<file path="config.mk">
export PLATFORM = sky130hd
export DESIGN_NAME = line_sensor_steering_controller_top
export DESIGN_NICKNAME = d
export VERILOG_FILES = /design/src/lssc_pkg.sv /design/src/lssc_front.sv /design/src/lssc_fifo.sv /design/src/lssc_back.sv /design/src/line_sensor_steering_controller_top.sv
export SDC_FILE = /design/constraint.sdc
export NUM_CORES = 2
export LEC_CHECK = 0
export BUFFER_PORTS_ARGS = -buffer_cell sky130_fd_sc_hd__buf_4
export CAP_MARGIN = 0
export CORE_MARGIN = 3
export CORE_UTILIZATION = 55
export DETAILED_ROUTE_END_ITERATION = 8
export GPL_TIMING_DRIVEN = 0
export PLACE_DENSITY = 0.7
export SYNTH_ARGS = -nofsm -noshare
export SYNTH_HDL_FRONTEND = slang
export SYNTH_SLANG_ARGS = --single-unit
</file>
<file path="constraint.sdc">
create_clock -name clk -period 8.51 [get_ports clk]
set_clock_uncertainty 0.1 [all_clocks]
set_input_delay 1.2765 -clock clk [delete_from_list [all_inputs] [get_ports clk]]
set_output_delay 1.2765 -clock clk [all_outputs]
set_load 0.005 [all_outputs]
</file>
<file path="src/lssc_pkg.sv">
// Shared types, codes and constants of the line sensor steering controller
`timescale 1ns / 1ps
`default_nettype none
package lssc_pkg;

  localparam int MAX_SPEED_DEF     = 1000;
  localparam int WHEEL_SPACING_DEF = 150;

  localparam int TURN_W = 13;
  localparam int SPD_W  = 11;
  localparam int YAW_W  = 15;
  localparam int CFG_AW = 3;
  localparam int CFG_DW = 16;

  localparam logic [CFG_AW-1:0] REG_RIGHT_ANGLE = 3'd0;
  localparam logic [CFG_AW-1:0] REG_BIG_TURN    = 3'd1;
  localparam logic [CFG_AW-1:0] REG_MID_TURN    = 3'd2;
  localparam logic [CFG_AW-1:0] REG_SMALL_TURN  = 3'd3;
  localparam logic [CFG_AW-1:0] REG_CRUISE      = 3'd4;
  localparam logic [CFG_AW-1:0] REG_SLOWDOWN    = 3'd5;
  localparam logic [CFG_AW-1:0] REG_STRAIGHT    = 3'd6;
  localparam logic [CFG_AW-1:0] REG_HOLD        = 3'd7;

  localparam logic [3:0] PAT_WHITE    = 4'h0;
  localparam logic [3:0] PAT_FAR_R    = 4'h1;
  localparam logic [3:0] PAT_RIGHT_2  = 4'h3;
  localparam logic [3:0] PAT_BIG_L    = 4'h7;
  localparam logic [3:0] PAT_FAR_L    = 4'h8;
  localparam logic [3:0] PAT_STRAIGHT = 4'h9;
  localparam logic [3:0] PAT_SMALL_L  = 4'hB;
  localparam logic [3:0] PAT_LEFT_2   = 4'hC;
  localparam logic [3:0] PAT_SMALL_R  = 4'hD;
  localparam logic [3:0] PAT_BIG_R    = 4'hE;
  localparam logic [3:0] PAT_BLACK    = 4'hF;

  typedef struct packed {
    logic [11:0] right_angle_turn;
    logic [11:0] big_turn;
    logic [11:0] mid_turn;
    logic [11:0] small_turn;
    logic [9:0]  cruise_speed;
    logic [11:0] slowdown_limit;
    logic [15:0] straight_ticks;
    logic [15:0] hold_ticks;
  } cfg_t;

  function automatic logic signed [TURN_W-1:0] pos_turn(input logic [11:0] v);
    return $signed({1'b0, v});
  endfunction

  function automatic logic signed [TURN_W-1:0] neg_turn(input logic [11:0] v);
    return -$signed({1'b0, v});
  endfunction

endpackage
`default_nettype wire

</file>
<file path="src/lssc_front.sv">
// Front end: tick counter, pattern hold and turn classification
`timescale 1ns / 1ps
`default_nettype none
module lssc_front (
  input  logic                               clk,
  input  logic                               rst_n,
  input  lssc_pkg::cfg_t                     cfg,
  input  logic                               in_push,
  output logic                               in_full,
  input  logic [3:0]                         in_sensor_pattern,
  input  logic                               q_full,
  output logic                               q_push,
  output logic signed [lssc_pkg::TURN_W-1:0] q_turn
);
  import lssc_pkg::*;

  logic [15:0]              cnt_r, cnt_nxt;
  logic [3:0]               saved_r, saved_nxt;
  logic [3:0]               last_r, last_nxt;
  logic signed [TURN_W-1:0] turn_r, turn_nxt;
  logic [3:0]               p, pe;
  logic                     right_angle;

  assign in_full = q_full;
  assign q_push  = in_push & ~q_full;
  assign q_turn  = turn_nxt;
  assign p       = in_sensor_pattern;
  assign right_angle = (p == PAT_FAR_R) || (p == PAT_FAR_L) ||
                       (p == PAT_RIGHT_2) || (p == PAT_LEFT_2);

  always_comb begin
    cnt_nxt   = cnt_r;
    saved_nxt = saved_r;
    pe        = p;
    if (right_angle && cnt_r == 16'd0) begin
      saved_nxt = p;
      cnt_nxt   = 16'd1;
    end
    if (cnt_nxt != 16'd0) begin
      if (cnt_nxt < cfg.straight_ticks) begin
        pe = PAT_STRAIGHT;
      end else if (cnt_nxt < cfg.hold_ticks && p != PAT_BIG_L && p != PAT_BIG_R) begin
        pe = saved_nxt;
      end else begin
        cnt_nxt   = 16'd0;
        saved_nxt = 4'd0;
      end
      if (cnt_nxt != 16'd0) begin
        cnt_nxt = cnt_nxt + 16'd1;
      end
    end
    turn_nxt = turn_r;
    case (pe)
      PAT_FAR_R, PAT_RIGHT_2: turn_nxt = pos_turn(cfg.right_angle_turn);
      PAT_FAR_L, PAT_LEFT_2:  turn_nxt = neg_turn(cfg.right_angle_turn);
      PAT_BIG_L:              turn_nxt = pos_turn(cfg.big_turn);
      PAT_BIG_R:              turn_nxt = neg_turn(cfg.big_turn);
      PAT_SMALL_L:            turn_nxt = pos_turn(cfg.small_turn);
      PAT_SMALL_R:            turn_nxt = neg_turn(cfg.small_turn);
      PAT_BLACK: begin
        if (last_r == PAT_SMALL_L) turn_nxt = pos_turn(cfg.mid_turn);
        else if (last_r == PAT_SMALL_R) turn_nxt = neg_turn(cfg.mid_turn);
        else if (last_r == PAT_BIG_L) turn_nxt = pos_turn(cfg.big_turn);
        else if (last_r == PAT_BIG_R) turn_nxt = neg_turn(cfg.big_turn);
      end
      default: turn_nxt = '0;
    endcase
    last_nxt = (pe != PAT_BLACK) ? pe : last_r;
  end

  always_ff @(posedge clk) begin
    if (!rst_n) begin
      cnt_r   <= '0;
      saved_r <= '0;
      last_r  <= '0;
      turn_r  <= '0;
    end else if (q_push) begin
      cnt_r   <= cnt_nxt;
      saved_r <= saved_nxt;
      last_r  <= last_nxt;
      turn_r  <= turn_nxt;
    end
  end
endmodule
`default_nettype wire

</file>
<file path="src/lssc_fifo.sv">
// Two-entry queue of turn values between front and back end
`timescale 1ns / 1ps
`default_nettype none
module lssc_fifo (
  input  logic                               clk,
  input  logic                               rst_n,
  input  logic                               push,
  input  logic signed [lssc_pkg::TURN_W-1:0] wdata,
  output logic                               full,
  input  logic                               pop,
  output logic                               empty,
  output logic signed [lssc_pkg::TURN_W-1:0] rdata
);
  import lssc_pkg::*;

  logic signed [TURN_W-1:0] mem_r [2];
  logic                     wptr_r, rptr_r;
  logic [1:0]               count_r;
  logic                     do_push, do_pop;

  assign full    = (count_r == 2'd2);
  assign empty   = (count_r == 2'd0);
  assign do_push = push & ~full;
  assign do_pop  = pop & ~empty;
  assign rdata   = mem_r[rptr_r];

  always_ff @(posedge clk) begin
    if (do_push) begin
      mem_r[wptr_r] <= wdata;
    end
  end

  always_ff @(posedge clk) begin
    if (!rst_n) begin
      wptr_r  <= 1'b0;
      rptr_r  <= 1'b0;
      count_r <= 2'd0;
    end else begin
      if (do_push) wptr_r <= ~wptr_r;
      if (do_pop)  rptr_r <= ~rptr_r;
      count_r <= count_r + {1'b0, do_push} - {1'b0, do_pop};
    end
  end
endmodule
`default_nettype wire

</file>
<file path="src/lssc_back.sv">
// Back end: speed scaling, wheel clamp, forward speed and yaw rate
`timescale 1ns / 1ps
`default_nettype none
module lssc_back #(
  parameter int MAX_SPEED     = lssc_pkg::MAX_SPEED_DEF,
  parameter int WHEEL_SPACING = lssc_pkg::WHEEL_SPACING_DEF
) (
  input  logic                               clk,
  input  logic                               rst_n,
  input  lssc_pkg::cfg_t                     cfg,
  input  logic                               q_empty,
  input  logic signed [lssc_pkg::TURN_W-1:0] q_turn,
  output logic                               q_pop,
  output logic                               out_empty,
  input  logic                               out_pop,
  output logic signed [lssc_pkg::TURN_W-1:0] out_turn_differential,
  output logic signed [lssc_pkg::SPD_W-1:0]  out_left_wheel_speed,
  output logic signed [lssc_pkg::SPD_W-1:0]  out_right_wheel_speed,
  output logic signed [lssc_pkg::SPD_W-1:0]  out_forward_speed,
  output logic signed [lssc_pkg::YAW_W-1:0]  out_yaw_rate
);
  import lssc_pkg::*;

  localparam int SPD_HI = (MAX_SPEED > 1023) ? 1023 : MAX_SPEED;
  localparam logic signed [14:0] HI_P = 15'(SPD_HI);
  localparam logic signed [14:0] HI_N = -15'(SPD_HI);
  localparam int NUM_W = 22;
  localparam logic [4:0] LAST_STEP = 5'(NUM_W - 1);

  // Reciprocal of the wheel spacing, exact for dividends below 2**YAW_N
  localparam int     YAW_N  = 21;
  localparam int     YAW_MW = 22;
  localparam int     PROD_W = YAW_N + YAW_MW;
  localparam int     YAW_SH = YAW_N + $clog2(WHEEL_SPACING);
  localparam longint YAW_M  = ((longint'(1) << YAW_SH) + longint'(WHEEL_SPACING) - 1)
                              / longint'(WHEEL_SPACING);

  localparam logic [2:0] S_IDLE  = 3'd0;
  localparam logic [2:0] S_MUL   = 3'd1;
  localparam logic [2:0] S_DIV1  = 3'd2;
  localparam logic [2:0] S_WHEEL = 3'd3;
  localparam logic [2:0] S_YAW   = 3'd4;
  localparam logic [2:0] S_SCALE = 3'd5;
  localparam logic [2:0] S_OUT   = 3'd6;

  logic [2:0]               state_r, state_nxt;
  logic signed [TURN_W-1:0] turn_r;
  logic [NUM_W-1:0]         num_r;
  logic [11:0]              rem_r, den_r;
  logic [4:0]               cnt_r;
  logic signed [SPD_W-1:0]  left_r, right_r;
  logic                     neg_r;
  logic                     valid_r;

  logic [12:0]              rem_sh;
  logic                     ge;
  logic [11:0]              mag;
  logic signed [14:0]       lw, rw, lc, rc;
  logic signed [11:0]       diff, wsum, fwd_tmp;
  logic [10:0]              dmag;
  logic signed [YAW_W-1:0]  yaw;
  logic                     load;
  logic [PROD_W-1:0]        yprod;

  assign rem_sh = {rem_r, num_r[NUM_W-1]};
  assign ge     = rem_sh >= {1'b0, den_r};
  assign mag    = turn_r[TURN_W-1] ? 12'(-turn_r) : turn_r[11:0];
  assign lw     = 15'($signed({1'b0, num_r[9:0]})) - 15'(turn_r);
  assign rw     = 15'($signed({1'b0, num_r[9:0]})) + 15'(turn_r);
  assign lc     = (lw > HI_P) ? HI_P : ((lw < HI_N) ? HI_N : lw);
  assign rc     = (rw > HI_P) ? HI_P : ((rw < HI_N) ? HI_N : rw);
  assign diff   = 12'(right_r) - 12'(left_r);
  assign dmag   = diff[11] ? 11'(-diff) : diff[10:0];
  assign wsum   = 12'(left_r) + 12'(right_r);
  assign fwd_tmp = (wsum + {11'd0, wsum[11]}) >>> 1;
  assign yprod  = PROD_W'(num_r[YAW_N-1:0]) * PROD_W'(YAW_M);
  assign load   = (state_r == S_OUT) && (!valid_r || out_pop);
  assign q_pop  = (state_r == S_IDLE) && !q_empty;
  assign out_empty = !valid_r;

  always_comb begin
    if (neg_r) yaw = (num_r > NUM_W'(16384)) ? -15'sd16384 : -$signed(15'(num_r));
    else       yaw = (num_r > NUM_W'(16383)) ? 15'sd16383 : $signed(15'(num_r));
  end

  always_comb begin
    state_nxt = state_r;
    unique case (state_r)
      S_IDLE:  if (!q_empty) state_nxt = S_MUL;
      S_MUL:   state_nxt = S_DIV1;
      S_DIV1:  if (cnt_r == LAST_STEP) state_nxt = S_WHEEL;
      S_WHEEL: state_nxt = S_YAW;
      S_YAW:   state_nxt = S_SCALE;
      S_SCALE: state_nxt = S_OUT;
      S_OUT:   if (load) state_nxt = S_IDLE;
      default: state_nxt = S_IDLE;
    endcase
  end

  always_ff @(posedge clk) begin
    if (!rst_n) begin
      state_r <= S_IDLE;
      valid_r <= 1'b0;
    end else begin
      state_r <= state_nxt;
      if (load) valid_r <= 1'b1;
      else if (out_pop) valid_r <= 1'b0;
    end
  end

  always_ff @(posedge clk) begin
    case (state_r)
      S_IDLE: turn_r <= q_turn;
      S_MUL: begin
        if (mag < cfg.slowdown_limit) begin
          num_r <= NUM_W'(cfg.cruise_speed) * NUM_W'(cfg.slowdown_limit - mag);
          den_r <= cfg.slowdown_limit;
        end else begin
          num_r <= '0;
          den_r <= 12'd1;
        end
        rem_r <= '0;
        cnt_r <= '0;
      end
      S_DIV1: begin
        rem_r <= ge ? 12'(rem_sh - {1'b0, den_r}) : rem_sh[11:0];
        num_r <= {num_r[NUM_W-2:0], ge};
        cnt_r <= cnt_r + 5'd1;
      end
      S_WHEEL: begin
        left_r  <= lc[SPD_W-1:0];
        right_r <= rc[SPD_W-1:0];
      end
      S_YAW: begin
        num_r <= NUM_W'(dmag) * NUM_W'(1000);
        neg_r <= diff[11];
      end
      S_SCALE: num_r <= NUM_W'(yprod >> YAW_SH);
      default: ;
    endcase
    if (load) begin
      out_turn_differential <= turn_r;
      out_left_wheel_speed  <= left_r;
      out_right_wheel_speed <= right_r;
      out_forward_speed     <= fwd_tmp[SPD_W-1:0];
      out_yaw_rate          <= yaw;
    end
  end
endmodule
`default_nettype wire

</file>
<file path="src/line_sensor_steering_controller_top.sv">
// Top level of the line sensor steering controller
`timescale 1ns / 1ps
`default_nettype none
// Takes one 4-bit sensor pattern per control tick and returns one result per
// request: turn differential, clamped wheel speeds, forward speed and yaw rate.
// The front end classifies a request in the cycle it is pushed and queues the
// turn (two entries); the back end takes one turn at a time, scales the speed
// with a 22-step restoring divider and divides the yaw rate by the wheel
// spacing with a single reciprocal multiply. A result that is not popped holds
// the back end in its output state. The user writes registers through the cfg_
// port while the block is idle (not enforced); they reset to their defaults.
module line_sensor_steering_controller_top #(
  parameter int MAX_SPEED     = lssc_pkg::MAX_SPEED_DEF,
  parameter int WHEEL_SPACING = lssc_pkg::WHEEL_SPACING_DEF
) (
  input  logic                               clk,
  input  logic                               rst_n,
  input  logic                               cfg_we,
  input  logic [lssc_pkg::CFG_AW-1:0]        cfg_addr,
  input  logic [lssc_pkg::CFG_DW-1:0]        cfg_wdata,
  input  logic                               in_push,
  output logic                               in_full,
  input  logic [3:0]                         in_sensor_pattern,
  output logic                               out_empty,
  input  logic                               out_pop,
  output logic signed [lssc_pkg::TURN_W-1:0] out_turn_differential,
  output logic signed [lssc_pkg::SPD_W-1:0]  out_left_wheel_speed,
  output logic signed [lssc_pkg::SPD_W-1:0]  out_right_wheel_speed,
  output logic signed [lssc_pkg::SPD_W-1:0]  out_forward_speed,
  output logic signed [lssc_pkg::YAW_W-1:0]  out_yaw_rate
);
  import lssc_pkg::*;

  cfg_t                     cfg_r;
  logic                     q_push, q_full, q_pop, q_empty;
  logic signed [TURN_W-1:0] q_wdata, q_rdata;

  always_ff @(posedge clk) begin
    if (!rst_n) begin
      cfg_r <= '{right_angle_turn: 12'd0, big_turn: 12'd0, mid_turn: 12'd0,
                 small_turn: 12'd0, cruise_speed: 10'd150, slowdown_limit: 12'd1,
                 straight_ticks: 16'd0, hold_ticks: 16'd0};
    end else if (cfg_we) begin
      unique case (cfg_addr)
        REG_RIGHT_ANGLE: cfg_r.right_angle_turn <= cfg_wdata[11:0];
        REG_BIG_TURN:    cfg_r.big_turn         <= cfg_wdata[11:0];
        REG_MID_TURN:    cfg_r.mid_turn         <= cfg_wdata[11:0];
        REG_SMALL_TURN:  cfg_r.small_turn       <= cfg_wdata[11:0];
        REG_CRUISE:      cfg_r.cruise_speed     <= cfg_wdata[9:0];
        REG_SLOWDOWN:    cfg_r.slowdown_limit   <= cfg_wdata[11:0];
        REG_STRAIGHT:    cfg_r.straight_ticks   <= cfg_wdata;
        REG_HOLD:        cfg_r.hold_ticks       <= cfg_wdata;
        default: ;
      endcase
    end
  end

  lssc_front u_front (
    .clk(clk), .rst_n(rst_n), .cfg(cfg_r),
    .in_push(in_push), .in_full(in_full), .in_sensor_pattern(in_sensor_pattern),
    .q_full(q_full), .q_push(q_push), .q_turn(q_wdata)
  );

  lssc_fifo u_fifo (
    .clk(clk), .rst_n(rst_n), .push(q_push), .wdata(q_wdata), .full(q_full),
    .pop(q_pop), .empty(q_empty), .rdata(q_rdata)
  );

  lssc_back #(.MAX_SPEED(MAX_SPEED), .WHEEL_SPACING(WHEEL_SPACING)) u_back (
    .clk(clk), .rst_n(rst_n), .cfg(cfg_r),
    .q_empty(q_empty), .q_turn(q_rdata), .q_pop(q_pop),
    .out_empty(out_empty), .out_pop(out_pop),
    .out_turn_differential(out_turn_differential),
    .out_left_wheel_speed(out_left_wheel_speed),
    .out_right_wheel_speed(out_right_wheel_speed),
    .out_forward_speed(out_forward_speed),
    .out_yaw_rate(out_yaw_rate)
  );
endmodule
`default_nettype wire

</file>
==> results.json <==
{
  "drv_cap": 0,
  "row_count": 87,
  "r2r-start": "u_back.turn_r[1]$_DFFE_PN_",
  "start_util_pct": 55.9,
  "fp.dieH_um": 246,
  "crit_required_ns": 8.73,
  "reg2reg_slack_ns": 0.20,
  "synthSimpleGateAreaFrac_pct": 15.3,
  "num_antenna_cells": 0,
  "postRouteAntennaNets": 0,
  "worstReg2RegEnd": "u_back.num_r[20]$_DFFE_PP_",
  "area_delta_synth_final_pct": 11.5,
  "synth_cells": 3505,
  "cts_tree": "built",
  "die_w_um": 246,
  "max_slew_margin_pct": 20.3,
  "gp_congestion": 1.00,
  "synthMuxAreaShare_pct": 1.11,
  "fill_cells": 4923,
  "drtIter0Drc": 1816,
  "worst_path_max_delay_cell": "fa_1",
  "finalNetCount": 4346,
  "wl_per_cell_um": 19.1,
  "r2r_cells": 30,
  "crit_buf_inv": 5,
  "route.detailed.drc": 0,
  "fin_util_pct": 62.4,
  "status": "complete, no violations",
  "crit_top_cell": "fa_1",
  "path_max_fanout": 6,
  "vias": 25400,
  "synth_fa_ha_area_share_pct": 32.5,
  "vias_per_cell": 5.71,
  "hp-class": "register to register",
  "end_kind": "register",
  "cts-root-buf": "clkbuf_16",
  "grt_pass1_vias": 24800,
  "min_period_over_period_pct": 97.7,
  "start_kind": "register",
  "worstMarginPinSlew_ns": 1.20,
  "clock_path_buffers": 3,
  "period_needed_ns": 8.31,
  "fmax_mhz": 120,
  "antenna_found_initial": 0,
  "layout_common_cells": "518 x inv_1, 391 x nand2_1, 358 x ha_1, 283 x fa_1, 249 x a21oi_1",
  "synth_edf_count": 174,
  "hold_start": "cfg_r[23]$_SDFFE_PN0P_",
  "post-dp-hpwl_um": 65900,
  "synth_compound_area_share_pct": 13.2,
  "fin_tns_setup_ns": 0,
  "overflow": 0,
  "syn_avg_cell_area_um2": 9.07,
  "synthDistinctLibCells": 83,
  "cts.clk_slew.worst_paths_ns": 0.07,
  "ys_ff_latch": 321,
  "slowest_delay_ns": 0.55,
  "drive_gt1_share_pct": 8.46,
  "grt_pass1_wl_um": 134000,
  "wirelength_um": 84700,
  "synthesis.area_mm2": 0.0318,
  "grt_start_max_net_pins": 37,
  "syn_nets": 4188,
  "whs_endpoint": "cfg_r[23]$_SDFFE_PN0P_",
  "crit_arrival_ns": 8.54,
  "io_pins": 91,
  "fin_cells": 4444,
  "clock_latency_ns": 0.57,
  "yosysSeqAreaShare_pct": 25.7,
  "grt_usage_pct": 28.0,
  "ys.flop_type": "edfxtp_1",
  "die-area_mm2": 0.0607,
  "synth_top_family_by_area": "adder cells",
  "cp_top_family": "adder cells",
  "hold_depth": 2,
  "worstSetupPathType": "register to register",
  "ys_async_sr_fraction_pct": 0,
  "final_common_cell": "inv_1",
  "cts_made_buffers": 36,
  "clock-sinks": 321,
  "yosys_warnings": 0,
  "core_mm2": 0.0568,
  "port_buffers": 78,
  "hold_viol": 0,
  "synthXorXnorAreaFrac_pct": 4.38,
  "place_inst": 4344,
  "drt_pass1_iterations": 7,
  "h-tree-depth": 2,
  "slew_viol_final": 0,
  "setup_violations": 0
}
[cells in the mapped netlist, types with 54 or more instances]
library cell	number	area, µm²
xnor2_1	105	920
inv_1	522	1960
o21ai_0	111	556
edfxtp_1	174	5230
nand2_1	392	1470
and2_1	83	519
xor2_1	54	473
dfxtp_1	147	2940
fa_1	283	5670
a21oi_1	254	1270
nor2_1	201	754
nor3_1	62	310
ha_1	372	4650
nand3_1	61	305
clkbuf_1	111	417
[stage by stage]
stage	setup slack [ns]	instance area (µm²)	hold WS [ns]
floorplan	0.685	31800	0.332
global placement	-1.18	33300	0.343
detailed placement	-0.940	33400	0.348
CTS	0.000583	34900	0.356
global route	-0.132	35400	0.375
finish	0.198	35400	0.355
[per-layer routing]
layer	vias up	routed length (µm)	track usage, %
li1	12100	-	-
met2	824	40100	46.8
met5	-	0	0
met4	0	3180	9.53
met1	12300	35900	37.2
met3	182	5550	4.18
[sequential cells by signal, indices dropped and copies added (netlist names), 11 cells and up]
name and count:
cfg_r 102, u_back.out_right_wheel_speed 11, u_back.out_forward_speed 11, u_back.left_r 11, u_fifo.mem_r 26, u_front.turn_r 13, u_back.right_r 11, u_back.out_turn_differential 13
u_back.num_r 22, u_front.cnt_r 16, u_back.turn_r 13, u_back.rem_r 12, u_back.den_r 12, u_back.out_yaw_rate 15, u_back.out_left_wheel_speed 11
[worst reg2reg max path: cells and delay by family (launching register included)]
family	cells	cell delay, ns
buffers and inverters	5	0.46
DFF	1	0.46
adders and majority gates	8	3.30
AOI/OAI and AO/OA	10	2.05
muxes	1	0.27
and+or+nand+nor	5	1.21
xor gates and xnor gates	1	0.24
[cell type report]
cell class,instances,area (µm²),area share [%]
Buffer,136,546,1.54
Clock buffer,45,1030,2.90
Clock inverter,18,181,0.512
Inverter,523,1970,5.55
Multi-Input combinational cell,2524,21700,61.1
Sequential cell,321,8170,23.1
Tap cell,756,946,2.67
Timing Repair Buffer,121,943,2.66
[logic make-up after synthesis]
family,after synthesis
XOR/XNOR,159
flip-flops,321
AND/OR/NAND/NOR,1021
multiplexers,33
AO/OA/AOI/OAI,656
buffers and inverters,660
adder cells (fa/ha/maj),655
[worst max-delay path by stage]
stage,cells past startpoint,startpoint,to
6_report,30,u_back.turn_r[1]$_DFFE_PN_,u_back.num_r[20]$_DFFE_PP_
5_1_grt,29,u_back.turn_r[2]$_DFFE_PN_,u_back.num_r[20]$_DFFE_PP_
4_1_cts,29,u_back.turn_r[5]$_DFFE_PN_,u_back.num_r[20]$_DFFE_PP_
3_5_place_dp,29,u_back.turn_r[1]$_DFFE_PN_,u_back.num_r[20]$_DFFE_PP_
3_3_place_gp,29,u_back.turn_r[1]$_DFFE_PN_,u_back.num_r[20]$_DFFE_PP_
2_1_floorplan,29,u_back.turn_r[1]$_DFFE_PN_,u_back.num_r[20]$_DFFE_PP_
[repair_timing]
action	4_1_cts	5_1_grt
pin swaps	7	23
setup buffers	11	27
endpoints found under the setup margin	7	7
cloned	0	0
resized for setup	29	62
hold buffers	0	0
Power is not shown: default switching activity piles up to over one toggle a cycle in this logic, so the estimate is an artifact.
